## config.mk

```make
export PLATFORM = sky130hd
export DESIGN_NAME = complex_int_power_square_multiply
export DESIGN_NICKNAME = d
export VERILOG_FILES = /design/src/hdl/cpow_pkg.sv /design/src/hdl/cpow_datapath.sv /design/src/hdl/complex_int_power_square_multiply.sv
export VERILOG_INCLUDE_DIRS = /design/src /design/src/hdl
export SDC_FILE = /design/constraint.sdc
export NUM_CORES = 2
export LEC_CHECK = 0
export ABC_AREA = 1
export BUFFER_PORTS_ARGS = -buffer_cell sky130_fd_sc_hd__buf_2
export CAP_MARGIN = 0
export CORE_UTILIZATION = 65
export DETAILED_ROUTE_END_ITERATION = 7
export HOLD_SLACK_MARGIN = 0.15
export PLACE_DENSITY = 0.83
export RECOVER_POWER = 25
export SETUP_SLACK_MARGIN = 0.02
export SYNTH_ARGS = -nofsm -noshare
export SYNTH_HDL_FRONTEND = slang
export SYNTH_SLANG_ARGS = --single-unit
```

## constraint.sdc

```tcl
create_clock -name clock -period 10 [get_ports clock]
set_input_delay 1 -clock clock [delete_from_list [all_inputs] [get_ports clock]]
set_output_delay 1 -clock clock [all_outputs]
set_load 0.05 [all_outputs]
```

## src/hdl/complex_int_power_square_multiply_defines.svh

```systemverilog
// assertion macros for the complex integer power block
`ifndef COMPLEX_INT_POWER_SQUARE_MULTIPLY_DEFINES_SVH
`define COMPLEX_INT_POWER_SQUARE_MULTIPLY_DEFINES_SVH

`ifndef ASSERT_OFF
// checked on every clock edge outside reset
`define CPOW_ASSERT_CLK(lbl, prop, msg) \
   lbl: assert property (@(posedge clock) disable iff (reset) prop) else $error(msg);
// checked on every clock edge, reset included
`define CPOW_ASSERT_RST(lbl, prop, msg) \
   lbl: assert property (@(posedge clock) prop) else $error(msg);
`else
`define CPOW_ASSERT_CLK(lbl, prop, msg)
`define CPOW_ASSERT_RST(lbl, prop, msg)
`endif

`endif

```

## src/hdl/cpow_pkg.sv

```systemverilog
// types, constants and microcode rom for the complex integer power block
package cpow_pkg;

   localparam int DATA_WIDTH = 32;
   localparam int FRAC_BITS  = 30;
   localparam int POWER_W    = 32;
   localparam int PROD_W     = 2 * DATA_WIDTH;
   localparam int SUM_W      = PROD_W + 1;
   localparam int HEAD_W     = SUM_W - DATA_WIDTH + 1;
   localparam int TDATA_W    = 2 * DATA_WIDTH;
   localparam int PC_W       = 4;

   localparam logic signed [DATA_WIDTH-1:0] D_MAX = {1'b0, {(DATA_WIDTH-1){1'b1}}};
   localparam logic signed [DATA_WIDTH-1:0] D_MIN = {1'b1, {(DATA_WIDTH-1){1'b0}}};
   localparam logic UNIT_SAT = (FRAC_BITS >= DATA_WIDTH - 1);
   localparam logic signed [DATA_WIDTH-1:0] UNIT_RE =
      UNIT_SAT ? D_MAX : (DATA_WIDTH'(1) << FRAC_BITS);
   localparam logic [POWER_W-1:0] POWER_RESET = POWER_W'(1);

   // program steps
   localparam logic [PC_W-1:0] STEP_ACCEPT    = 4'd0;
   localparam logic [PC_W-1:0] STEP_TEST_ZERO = 4'd1;
   localparam logic [PC_W-1:0] STEP_TEST_BIT  = 4'd2;
   localparam logic [PC_W-1:0] STEP_SHIFT     = 4'd8;
   localparam logic [PC_W-1:0] STEP_SPARE     = 4'd14;
   localparam logic [PC_W-1:0] STEP_EMIT      = 4'd15;

   typedef enum logic [3:0] {
      OP_NOP,
      OP_LOAD,
      OP_MUL,
      OP_MUL_LOAD,
      OP_MUL_SUB,
      OP_WR_R,
      OP_WR_B,
      OP_SHIFT,
      OP_EMIT
   } op_type;

   typedef enum logic [1:0] {
      SEL_R_RE,
      SEL_R_IM,
      SEL_B_RE,
      SEL_B_IM
   } asel_type;

   typedef enum logic {
      SEL_BASE_RE,
      SEL_BASE_IM
   } bsel_type;

   typedef enum logic [2:0] {
      C_NEXT,
      C_ALWAYS,
      C_NO_INPUT,
      C_P_ZERO,
      C_P_EVEN,
      C_P_LAST,
      C_OUT_BUSY
   } cond_type;

   typedef struct packed {
      op_type    op;
      asel_type  a_sel;
      bsel_type  b_sel;
      cond_type  cond;
      logic [PC_W-1:0] target;
   } ctrl_word_type;

   typedef struct packed {
      op_type    op;
      asel_type  a_sel;
      bsel_type  b_sel;
   } dp_cmd_type;

   typedef struct packed {
      logic p_zero;
      logic p_even;
      logic p_last;
   } dp_status_type;

   function automatic ctrl_word_type mk(op_type op, asel_type a, bsel_type b,
                                        cond_type c, logic [PC_W-1:0] t);
      ctrl_word_type w;
      w.op     = op;
      w.a_sel  = a;
      w.b_sel  = b;
      w.cond   = c;
      w.target = t;
      return w;
   endfunction

   // one control word per step; a taken condition jumps, otherwise step + 1
   function automatic ctrl_word_type program_rom(logic [PC_W-1:0] pc);
      ctrl_word_type w;
      unique case (pc)
         4'd0:    w = mk(OP_LOAD,     SEL_R_RE, SEL_BASE_RE, C_NO_INPUT, STEP_ACCEPT);
         4'd1:    w = mk(OP_NOP,      SEL_R_RE, SEL_BASE_RE, C_P_ZERO,   STEP_EMIT);
         4'd2:    w = mk(OP_NOP,      SEL_R_RE, SEL_BASE_RE, C_P_EVEN,   STEP_SHIFT);
         // result times base
         4'd3:    w = mk(OP_MUL,      SEL_R_RE, SEL_BASE_RE, C_NEXT,     STEP_ACCEPT);
         4'd4:    w = mk(OP_MUL_LOAD, SEL_R_IM, SEL_BASE_IM, C_NEXT,     STEP_ACCEPT);
         4'd5:    w = mk(OP_MUL_SUB,  SEL_R_RE, SEL_BASE_IM, C_NEXT,     STEP_ACCEPT);
         4'd6:    w = mk(OP_MUL_LOAD, SEL_R_IM, SEL_BASE_RE, C_NEXT,     STEP_ACCEPT);
         4'd7:    w = mk(OP_WR_R,     SEL_R_RE, SEL_BASE_RE, C_NEXT,     STEP_ACCEPT);
         4'd8:    w = mk(OP_SHIFT,    SEL_R_RE, SEL_BASE_RE, C_P_LAST,   STEP_EMIT);
         // base squared
         4'd9:    w = mk(OP_MUL,      SEL_B_RE, SEL_BASE_RE, C_NEXT,     STEP_ACCEPT);
         4'd10:   w = mk(OP_MUL_LOAD, SEL_B_IM, SEL_BASE_IM, C_NEXT,     STEP_ACCEPT);
         4'd11:   w = mk(OP_MUL_SUB,  SEL_B_RE, SEL_BASE_IM, C_NEXT,     STEP_ACCEPT);
         4'd12:   w = mk(OP_MUL_LOAD, SEL_B_IM, SEL_BASE_RE, C_NEXT,     STEP_ACCEPT);
         4'd13:   w = mk(OP_WR_B,     SEL_R_RE, SEL_BASE_RE, C_ALWAYS,   STEP_TEST_ZERO);
         4'd14:   w = mk(OP_NOP,      SEL_R_RE, SEL_BASE_RE, C_ALWAYS,   STEP_ACCEPT);
         4'd15:   w = mk(OP_EMIT,     SEL_R_RE, SEL_BASE_RE, C_OUT_BUSY, STEP_EMIT);
         default: w = mk(OP_NOP,      SEL_R_RE, SEL_BASE_RE, C_ALWAYS,   STEP_ACCEPT);
      endcase
      return w;
   endfunction

endpackage

```

## src/hdl/cpow_datapath.sv

```systemverilog
// shared complex multiply datapath: one real multiplier, accumulator and narrowing
module cpow_datapath (
   input  logic                                  clock,
   input  cpow_pkg::dp_cmd_type                  cmd,
   input  logic signed [cpow_pkg::DATA_WIDTH-1:0] base_re,
   input  logic signed [cpow_pkg::DATA_WIDTH-1:0] base_im,
   input  logic                                  end_of_vector,
   input  logic [cpow_pkg::POWER_W-1:0]          power,
   output cpow_pkg::dp_status_type               status,
   output logic signed [cpow_pkg::DATA_WIDTH-1:0] out_re,
   output logic signed [cpow_pkg::DATA_WIDTH-1:0] out_im,
   output logic                                  overflow,
   output logic                                  end_marker
);

   logic signed [cpow_pkg::DATA_WIDTH-1:0] b_re_ff, b_re_in, b_im_ff, b_im_in;
   logic signed [cpow_pkg::DATA_WIDTH-1:0] r_re_ff, r_re_in, r_im_ff, r_im_in;
   logic signed [cpow_pkg::DATA_WIDTH-1:0] t_re_ff, t_re_in;
   logic signed [cpow_pkg::PROD_W-1:0]     prod_ff, prod_in, acc_ff, acc_in;
   logic [cpow_pkg::POWER_W-1:0]           p_ff, p_in;
   logic                                   flag_ff, flag_in, last_ff, last_in;

   logic signed [cpow_pkg::DATA_WIDTH-1:0] mul_a, mul_b;
   logic signed [cpow_pkg::PROD_W-1:0]     mul_p;
   logic signed [cpow_pkg::SUM_W-1:0]      acc_x, prod_x, sum, shifted;
   logic [cpow_pkg::HEAD_W-1:0]            head;
   logic                                   fits;
   logic signed [cpow_pkg::DATA_WIDTH-1:0] narrow;

   always_comb begin
      unique case (cmd.a_sel)
         cpow_pkg::SEL_R_RE: mul_a = r_re_ff;
         cpow_pkg::SEL_R_IM: mul_a = r_im_ff;
         cpow_pkg::SEL_B_RE: mul_a = b_re_ff;
         cpow_pkg::SEL_B_IM: mul_a = b_im_ff;
         default:            mul_a = r_re_ff;
      endcase
      mul_b = (cmd.b_sel == cpow_pkg::SEL_BASE_IM) ? b_im_ff : b_re_ff;
   end

   assign mul_p = mul_a * mul_b;

   // exact sum of two products, then arithmetic shift and range check
   assign acc_x   = $signed({acc_ff[cpow_pkg::PROD_W-1], acc_ff});
   assign prod_x  = $signed({prod_ff[cpow_pkg::PROD_W-1], prod_ff});
   assign sum     = (cmd.op == cpow_pkg::OP_MUL_SUB) ? acc_x - prod_x : acc_x + prod_x;
   assign shifted = sum >>> cpow_pkg::FRAC_BITS;
   assign head    = shifted[cpow_pkg::SUM_W-1 -: cpow_pkg::HEAD_W];
   assign fits    = (head == '0) || (head == '1);
   assign narrow  = fits ? shifted[cpow_pkg::DATA_WIDTH-1:0]
                         : (sum[cpow_pkg::SUM_W-1] ? cpow_pkg::D_MIN : cpow_pkg::D_MAX);

   always_comb begin
      b_re_in = b_re_ff;
      b_im_in = b_im_ff;
      r_re_in = r_re_ff;
      r_im_in = r_im_ff;
      t_re_in = t_re_ff;
      prod_in = prod_ff;
      acc_in  = acc_ff;
      p_in    = p_ff;
      flag_in = flag_ff;
      last_in = last_ff;
      unique case (cmd.op)
         cpow_pkg::OP_LOAD: begin
            b_re_in = base_re;
            b_im_in = base_im;
            r_re_in = cpow_pkg::UNIT_RE;
            r_im_in = '0;
            p_in    = power;
            flag_in = cpow_pkg::UNIT_SAT;
            last_in = end_of_vector;
         end
         cpow_pkg::OP_MUL: begin
            prod_in = mul_p;
         end
         cpow_pkg::OP_MUL_LOAD: begin
            prod_in = mul_p;
            acc_in  = prod_ff;
         end
         cpow_pkg::OP_MUL_SUB: begin
            prod_in = mul_p;
            t_re_in = narrow;
            flag_in = flag_ff | ~fits;
         end
         cpow_pkg::OP_WR_R: begin
            r_re_in = t_re_ff;
            r_im_in = narrow;
            flag_in = flag_ff | ~fits;
         end
         cpow_pkg::OP_WR_B: begin
            b_re_in = t_re_ff;
            b_im_in = narrow;
            flag_in = flag_ff | ~fits;
         end
         cpow_pkg::OP_SHIFT: begin
            p_in = p_ff >> 1;
         end
         default: begin
         end
      endcase
   end

   always_ff @(posedge clock) begin
      b_re_ff <= b_re_in;
      b_im_ff <= b_im_in;
      r_re_ff <= r_re_in;
      r_im_ff <= r_im_in;
      t_re_ff <= t_re_in;
      prod_ff <= prod_in;
      acc_ff  <= acc_in;
      p_ff    <= p_in;
      flag_ff <= flag_in;
      last_ff <= last_in;
   end

   assign status.p_zero = (p_ff == '0);
   assign status.p_even = ~p_ff[0];
   assign status.p_last = (p_ff[cpow_pkg::POWER_W-1:1] == '0);

   assign out_re     = r_re_ff;
   assign out_im     = r_im_ff;
   assign overflow   = flag_ff;
   assign end_marker = last_ff;

endmodule

```

## src/hdl/complex_int_power_square_multiply.sv

```systemverilog
// complex element raised to a configured power: microcode sequencer and output stage
// one item at a time: a new item is taken only in the accept step, after the
//    previous result has gone to the output stage; each complex product takes
//    five steps of the single shared 32x32 multiplier, driven by a 16-step
//    microcode rom
// reset: synchronous, returns the step counter to accept, empties the output stage
//    and sets power to 1
`include "complex_int_power_square_multiply_defines.svh"

module complex_int_power_square_multiply (
   input  logic                             clock,
   input  logic                             reset,
   input  logic                             req_tvalid,
   output logic                             req_tready,
   input  logic [cpow_pkg::TDATA_W-1:0]     req_tdata,  // base_re, base_im
   input  logic                             req_tlast,  // end_of_vector
   output logic                             rsp_tvalid,
   input  logic                             rsp_tready,
   output logic [cpow_pkg::TDATA_W-1:0]     rsp_tdata,  // out_re, out_im
   output logic                             rsp_tuser,  // overflow
   output logic                             rsp_tlast,  // end_marker
   input  logic                             csr_wr_en,
   input  logic [cpow_pkg::POWER_W-1:0]     csr_wr_data
);

   logic [cpow_pkg::PC_W-1:0]    pc_ff, pc_in;
   logic [cpow_pkg::POWER_W-1:0] power_ff, power_in;
   logic                         rsp_tvalid_ff, rsp_tvalid_in;
   logic [cpow_pkg::TDATA_W-1:0] rsp_tdata_ff, rsp_tdata_in;
   logic                         rsp_tuser_ff, rsp_tuser_in;
   logic                         rsp_tlast_ff, rsp_tlast_in;

   cpow_pkg::ctrl_word_type  ctrl;
   cpow_pkg::dp_cmd_type     cmd;
   cpow_pkg::dp_status_type  status;
   logic signed [cpow_pkg::DATA_WIDTH-1:0] dp_re, dp_im;
   logic                     dp_ovf, dp_last;
   logic                     out_busy, take, emit_fire;

   assign ctrl     = cpow_pkg::program_rom(pc_ff);
   assign out_busy = rsp_tvalid_ff & ~rsp_tready;

   always_comb begin
      unique case (ctrl.cond)
         cpow_pkg::C_NEXT:     take = 1'b0;
         cpow_pkg::C_ALWAYS:   take = 1'b1;
         cpow_pkg::C_NO_INPUT: take = ~req_tvalid;
         cpow_pkg::C_P_ZERO:   take = status.p_zero;
         cpow_pkg::C_P_EVEN:   take = status.p_even;
         cpow_pkg::C_P_LAST:   take = status.p_last;
         cpow_pkg::C_OUT_BUSY: take = out_busy;
         default:              take = 1'b1;
      endcase
   end

   assign pc_in      = take ? ctrl.target : pc_ff + 1'b1;
   assign req_tready = (ctrl.op == cpow_pkg::OP_LOAD);
   assign emit_fire  = (ctrl.op == cpow_pkg::OP_EMIT) & ~out_busy;

   // the load step only acts on an item actually taken
   always_comb begin
      cmd.op    = ctrl.op;
      cmd.a_sel = ctrl.a_sel;
      cmd.b_sel = ctrl.b_sel;
      if ((ctrl.op == cpow_pkg::OP_LOAD) && !req_tvalid) begin
         cmd.op = cpow_pkg::OP_NOP;
      end
   end

   cpow_datapath u_datapath (
      .clock         (clock),
      .cmd           (cmd),
      .base_re       ($signed(req_tdata[cpow_pkg::DATA_WIDTH-1:0])),
      .base_im       ($signed(req_tdata[cpow_pkg::TDATA_W-1:cpow_pkg::DATA_WIDTH])),
      .end_of_vector (req_tlast),
      .power         (power_ff),
      .status        (status),
      .out_re        (dp_re),
      .out_im        (dp_im),
      .overflow      (dp_ovf),
      .end_marker    (dp_last)
   );

   assign power_in = csr_wr_en ? csr_wr_data : power_ff;

   always_comb begin
      rsp_tvalid_in = rsp_tvalid_ff;
      rsp_tdata_in  = rsp_tdata_ff;
      rsp_tuser_in  = rsp_tuser_ff;
      rsp_tlast_in  = rsp_tlast_ff;
      if (emit_fire) begin
         rsp_tvalid_in = 1'b1;
         rsp_tdata_in  = {dp_im, dp_re};
         rsp_tuser_in  = dp_ovf;
         rsp_tlast_in  = dp_last;
      end else if (rsp_tready) begin
         rsp_tvalid_in = 1'b0;
      end
   end

   always_ff @(posedge clock) begin
      if (reset) begin
         pc_ff         <= cpow_pkg::STEP_ACCEPT;
         power_ff      <= cpow_pkg::POWER_RESET;
         rsp_tvalid_ff <= 1'b0;
      end else begin
         pc_ff         <= pc_in;
         power_ff      <= power_in;
         rsp_tvalid_ff <= rsp_tvalid_in;
      end
   end

   always_ff @(posedge clock) begin
      rsp_tdata_ff <= rsp_tdata_in;
      rsp_tuser_ff <= rsp_tuser_in;
      rsp_tlast_ff <= rsp_tlast_in;
   end

   assign rsp_tvalid = rsp_tvalid_ff;
   assign rsp_tdata  = rsp_tdata_ff;
   assign rsp_tuser  = rsp_tuser_ff;
   assign rsp_tlast  = rsp_tlast_ff;

   `CPOW_ASSERT_RST(a_reset_idle, reset |=> (pc_ff == cpow_pkg::STEP_ACCEPT) && !rsp_tvalid_ff, "reset did not return to accept step")
   `CPOW_ASSERT_CLK(a_load_starts, (req_tvalid && req_tready) |=> (pc_ff == cpow_pkg::STEP_TEST_ZERO), "accepted item did not start the exponent loop")
   `CPOW_ASSERT_CLK(a_emit_done, emit_fire |=> rsp_tvalid_ff && (pc_ff == cpow_pkg::STEP_ACCEPT), "emitted item not held or sequencer not back at accept")
   `CPOW_ASSERT_CLK(a_spare_step, (pc_ff == cpow_pkg::STEP_SPARE) |=> (pc_ff == cpow_pkg::STEP_ACCEPT), "spare step not left at once")

endmodule
```

; Yosys cells after proc, flatten, opt, wreduce, memory -nomap -nowiden
; Memory sizes are Yosys's and may differ from the RTL's. A register that Yosys moved wholly into a read port is not among the register bits.
; Cells that the tools add are included.
[word_totals]
regBits = 425
wordCells = 79
output_inout_bits = 68
in_bits = 102
rom_bits = 224
mem_count = 1
[mem_list]
columns = name, depth, width, rd, rd_ports_with_merged_regs, write_ports, line
row1 = (no name shown), 16, 14, 1, 1, 0, cpow_pkg.sv:96  ; unique case (pc)
[classes]
n_eq_ne = 18
n_reduce_logical = 15
n_mul = 1
bitwise = 8
n_mux = 17
n_addsub = 3
[op_table]
columns = op, n
row1 = 32-bit one-hot mux with 2 select lines, 5
row2 = 32-bit one-hot mux with 4 select lines, 1
row3 = 32-bit 2-to-1 mux, 3
row4 = 64-bit by 64-bit adder with 65-bit output, 1
row5 = 65-bit 2-to-1 mux, 1
row6 = 64-bit by 64-bit subtractor with 65-bit output, 1
row7 = 32-bit by 32-bit multiplier with 64-bit output, 1
row8 = "34-bit == test, second input constant", 1
row9 = 34-bit zero test, 1
row10 = 32-bit zero test, 1
row11 = 31-bit zero test, 1
row12 = "4-bit by 3-bit == test with 1-bit output, second input constant", 4
row13 = 4-bit 2-to-1 mux, 3
row14 = 2-bit nonzero test, 5
row15 = "3-bit == test, second input constant", 3
row16 = "4-bit by 1-bit == test with 1-bit output, second input constant", 2
row17 = "4-bit by 2-bit == test with 1-bit output, second input constant", 2
row18 = "3-bit by 2-bit == test with 1-bit output, second input constant", 2
row19 = 1-bit one-hot mux with 6 select lines, 1
row20 = 3-bit OR reduction, 2
row21 = 1-bit inverter, 5
row22 = "4-bit by 1-bit adder with 4-bit output, second input constant", 1
row23 = "2-bit == test, second input constant", 2
row24 = "4-bit == test, second input constant", 1
row25 = 10 further kinds, 12

; Longest topological paths before layout
[depth]
word_depth = 10
ltp_mapped = 38
depth_no_buf = 34

; Cells and area by module
; A second synthesis with hierarchy kept.
[hier_totals]
cells_unflattened = 6733
area_unflattened_um2 = 58936.5
[by_module_without_submodules]
columns = mod, seq_area_each_um2, n_inst, area_each_um2, cells_each
row1 = cpow_datapath, 9669.3, 1, 54860.1, 6397
row2 = complex_int_power_square_multiply, 2982.9, 1, 4076.4, 336

; Worst setup path before layout
; No wires, ideal clock.
[synth_path]
kind = register -> register
startpoint = reg ctrl[8] (netlist name)
endpoint = reg u_datapath.prod_ff[58] (netlist bit) (data pin)
arrival_time_ns = 7.942
setup_time_ns = 0.265
t_required_ns = 9.735
slack_ns = 1.793
period_less_slack_ns = 8.207
stages_incl_launch_ff = 27
n_path_buf = 3
path_cell_list = dfxtp_1 nor2_1 inv_1 clkbuf_1 clkbuf_1 o21ai_1 clkbuf_1 nor2_1 fa_1 fa_1 fa_1 fa_1 inv_1 fa_1 inv_1 fa_1 inv_1 fa_1 inv_1 fa_1 ha_1 a21oi_1 o21a_1 o21ai_0 a221oi_1 o211ai_1 xor2_1
[synth_via]
elab_chain_cells = 3
elab_cells_between_ends = 6
classes_between = mul: 1 / eq/ne: 3 / mux: 1 / reduce/logical: 1
[synth_lines]
columns = element, line
row1 = 2-bit == test (tied with other cells), cpow_datapath.sv:31  ; unique case (cmd.a_sel)
row2 = 32-bit one-hot mux with 4 select lines *, cpow_datapath.sv:31
row3 = 32-bit by 32-bit multiplier with 64-bit output *, cpow_datapath.sv:41  ; assign mul_p = mul_a * mul_b;
row4 = net u_datapath.mul_p (one bit), cpow_datapath.sv:24  ; logic signed [cpow_pkg::PROD_W-1:0] mul_p;
row5 = end signal: assignment, cpow_datapath.sv:110  ; prod_ff <= prod_in;
row6 = end: declaration, cpow_datapath.sv:19  ; logic signed [cpow_pkg::PROD_W-1:0] prod_ff, prod_in, acc_ff, acc_in;
; Mark *: on every way through the listed nets, which the timed path passes. The rest lies on a longest branch.
; A chain may end at the register's enable or synchronous reset.

; Final worst setup path
[layout_path]
startpoint = reg ctrl[7] (netlist name)
endpoint = reg u_datapath.prod_ff[63] (netlist bit) (data pin)
[layout_via]
elab_chain_cells = 2
[layout_lines]
columns = element, line
row1 = 32-bit 2-to-1 mux, cpow_datapath.sv:38  ; mul_b = (cmd.b_sel == cpow_pkg::SEL_BASE_IM) ? b_im_ff : b_re_ff;
row2 = 32-bit by 32-bit multiplier with 64-bit output, cpow_datapath.sv:41
row3 = net u_datapath.mul_p (one bit), cpow_datapath.sv:24
; The timed path passes the listed nets, and every way through them passes these cells.

==> parameters.txt <==
Parameter                              Value

Yosys
  Warning count from the yosys run    0
  Area share of the largest cell type after synthesis    36.9%
  Seq/Total Area, Yosys    21.5%
  Number of flip-flops and latches in the synthesized netlist    438
  Number of distinct library cells after synthesis    48
  Synthesized netlist net count    8162
  Cell Area, Synth    58700 µm²
  Average cell area after synthesis    8.73 µm²
  Synth area leader    sky130_fd_sc_hd__fa_1
  Top cells by area, synth    sky130_fd_sc_hd__fa_1, sky130_fd_sc_hd__edfxtp_1, sky130_fd_sc_hd__inv_1, sky130_fd_sc_hd__nand2_1, sky130_fd_sc_hd__nor2_1
  Post-Syn Instances    6723

Clock network
  Root buffer cell    sky130_fd_sc_hd__clkbuf_16
  Clk_lat worst skew    0.62 ns
  CTS buffer count    44
  Clock tree from TritonCTS    built
  CTS clk-pin slew, worst paths    0.06 ns
  Clock buffer depth    3
  CTS H-Tree Depth    2
  Setup fix buffers added after clock tree synthesis    0
  Clock Sinks    438
  Count of hold-fix buffers inserted at cts    0

Die
  Core region area    88900 µm²
  Top-Level Pins    170
  Initial core utilization    66.0%
  X dimension of the die    303 µm
  Die boundary height    303 µm
  Die outline area    91500 µm²
  Row cnt    109

Finish
  Area growth syn-to-layout    7.10%
  Finished Cell Area    62900 µm²
  Post-layout instance count excluding filler cells    8075
  Filler cells    6743
  NumNets Final    8301
  Layout cell share with drive strength beyond 1    7.42%

STA
  Achievable frequency    104 MHz
  Period utilisation layout    96.2%
  Max-slew headroom    -150%
  Worst setup slack after layout    0.375 ns
  RSZ-0062 raised after global routing    no
  Final hold vios    0
  # setup viols final    0
  Worst-Margin Slew    3.75 ns
  Min Tclk post-route    9.62 ns
  Worst clock skew    0.0403 ns
  Count of final max-slew check failures    65

Worst setup path
  Maximum fanout count along the critical path    33
  CP endpoint kind    register
  Endpoint of the worst register-to-register path    u_datapath.prod_ff[63]
  Crit path buf inv count    4
  Critical setup path kind    reg2reg
  Launch instance of the worst register-to-register path    ctrl[7]
  Setup slack, reg-to-reg    0.38 ns
  Signal arrival time at the worst endpoint    9.95 ns
  Most frequent cell on the critical path    sky130_fd_sc_hd__fa_1
  Worst Setup Start Kind    register
  Library cell contributing the largest single delay on the critical path    sky130_fd_sc_hd__o21ai_2
  Dominant delay contributor by cell family on the critical path    adder cells
  Worst path cell trace    o21ai_2, inv_1, nor2_1, fa_1, inv_1, fa_1, inv_1, fa_1, fa_1, fa_1, fa_1, fa_1, fa_1, ha_1, a21oi_1, inv_1, a31oi_1, o21ai_0, o21ai_0, nand3_1, nand2_1, nor2_1, nor3_1, xnor2_1
  Maximum cell stage delay along the critical path    1.15 ns
  Worst r2r path cells    24
  Critical Path RT    10.33 ns

Run
  MaxCap Viol Count    1

Global routing
  Vias in the first global route    50300
  Global-route wire length before repair    308000 µm
  Overall overflow remaining after global route    0
  Maximum number of pins on one net before global-route repair    99
  Total routing resource utilization after global routing    46.6%
  Number of antenna violations at the first check in global routing    21

Placement
  Pre-CTS setup slack    0.464 ns
  Count of port buffers added during placement    169
  Post-DP HPWL    169000 µm
  Placement Cell Area    61400 µm²
  Global placer's final weighted congestion    1.09
  Total placed cells including tap cells    7981

Drt
  Met3 WL post-DR    31500 µm
  Number of design-rule violations left by the first detailed-router iteration    6681
  DRT Wirelength    209000 µm
  Number of nets with antenna violations after routing    0
  Routed vias    49500
  DR WL/cell    25.8 µm
  Top Metal Used    met5
  Vias/cell    6.12
  DRT met1 WL    73400 µm
  DRC viols    24
  DR WL met2    87500 µm
  Number of detailed-route iterations in the first pass    8

Run status
  Status    finished with violations
  Violated checks    design-rule violations, max-capacitance violations, max-slew violations

Worst hold path
  Start point of the worst min-delay path    u_datapath.end_marker
  Min-Delay Endpoint    rsp_tlast
  Worst hold path depth    0
  Tightest Hold Check Type    reg2reg
metrics by stage:
stage                     setup TNS (ns)  utilization (%)  hold WS (ns)
final                                  0             70.7         0.424
after global routing                   0             70.7         0.440
after CTS                              0             70.7         0.427
after detailed placement               0             69.0         0.412
after global placement            -0.312             69.0         0.403
after floorplan                        0                -         0.400
per-layer routing:
metal	up-vias	global-route usage [%]
li1	20700	-
met1	24000	60.3
met2	3781	66.5
met3	963	18.0
met4	25	27.4
met5	-	2.80
kinds of logic after synthesis:
group,after synthesis,share of synthesized area [%]
simple gates,2570,17.6
buf+inv,1600,10.3
fa+ha+maj,1337,42.3
compound gates,619,5.86
flops,438,21.5
xor+xnor,159,2.37
cell usage after synthesis, drive strengths merged:
cell type / count
a211oi: 1
a21boi: 7
a21o: 20
a21oi: 231
a221oi: 25
a31oi: 28
a41oi: 1
and2: 2
and3: 5
buf: 19
clkbuf: 202
clkinv: 15
dfxtp: 50
edfxtp: 388
fa: 1082
ha: 255
inv: 1364
nand2: 1309
nand3: 151
nand3b: 5
nand4: 22
nor2: 993
nor3: 29
nor4: 30
o211ai: 7
o21a: 9
o21ai: 254
o21bai: 23
o221ai: 1
o22ai: 2
o31ai: 8
o41ai: 2
or2: 24
xnor2: 67
xor2: 92
worst max path at each step:
stage             from                     end  slack, ns  cells past startpoint
3_3_place_gp   ctrl[7]  u_datapath.prod_ff[58]      -0.20                     24
2_1_floorplan  ctrl[8]  u_datapath.prod_ff[58]       1.79                     26
3_5_place_dp   ctrl[7]  u_datapath.prod_ff[58]       0.46                     25
6_report       ctrl[7]  u_datapath.prod_ff[63]       0.38                     24
4_1_cts        ctrl[7]  u_datapath.prod_ff[58]       0.44                     25
5_1_grt        ctrl[9]  u_datapath.prod_ff[58]       0.07                     29
cells in the final DEF (no fill, tap or decap), types with 20 or more instances in the layout:
| cell | count |
|---|---|
| sky130_fd_sc_hd__buf_4 | 141 |
| sky130_fd_sc_hd__o21bai_1 | 23 |
| sky130_fd_sc_hd__nand3_2 | 29 |
| sky130_fd_sc_hd__buf_2 | 168 |
| sky130_fd_sc_hd__fa_1 | 1081 |
| sky130_fd_sc_hd__o21ai_0 | 209 |
| sky130_fd_sc_hd__nand3_1 | 122 |
| sky130_fd_sc_hd__a21oi_1 | 231 |
| sky130_fd_sc_hd__edfxtp_1 | 388 |
| sky130_fd_sc_hd__nor4_1 | 29 |
| sky130_fd_sc_hd__xor2_1 | 92 |
| sky130_fd_sc_hd__or2_2 | 24 |
| sky130_fd_sc_hd__inv_2 | 20 |
| sky130_fd_sc_hd__nand4_1 | 22 |
| sky130_fd_sc_hd__a221oi_1 | 25 |
| sky130_fd_sc_hd__ha_1 | 255 |
| sky130_fd_sc_hd__nand2_1 | 1302 |
| sky130_fd_sc_hd__nor2_1 | 981 |
| sky130_fd_sc_hd__xnor2_1 | 67 |
| sky130_fd_sc_hd__clkbuf_16 | 47 |
| sky130_fd_sc_hd__a21o_1 | 20 |
| sky130_fd_sc_hd__o21ai_2 | 23 |
| sky130_fd_sc_hd__nor3_1 | 24 |
| sky130_fd_sc_hd__inv_1 | 1345 |
| sky130_fd_sc_hd__a31oi_1 | 28 |
| sky130_fd_sc_hd__dfxtp_1 | 49 |
cell type report:
class	instances	area [µm²]	share of cell area (%)
antenna	13	32.5	0.0517
clock inverter	25	225	0.358
clock buffer	56	1230	1.96
sequential	438	12700	20.1
inverter	1379	5180	8.23
timing repair buffer	314	1940	3.09
multi-input combinational	4685	40200	63.9
tap	1165	1460	2.32
what timing repair did:
| item | CTS | global route |
|---|---|---|
| setup endpoints to repair | 0 | 2 |
| gates resized for setup | 0 | 2 |
| endpoints found under the hold margin | 0 | 0 |
Power is not shown: default switching activity piles up to over one toggle a cycle in this logic, so the estimate is an artifact.
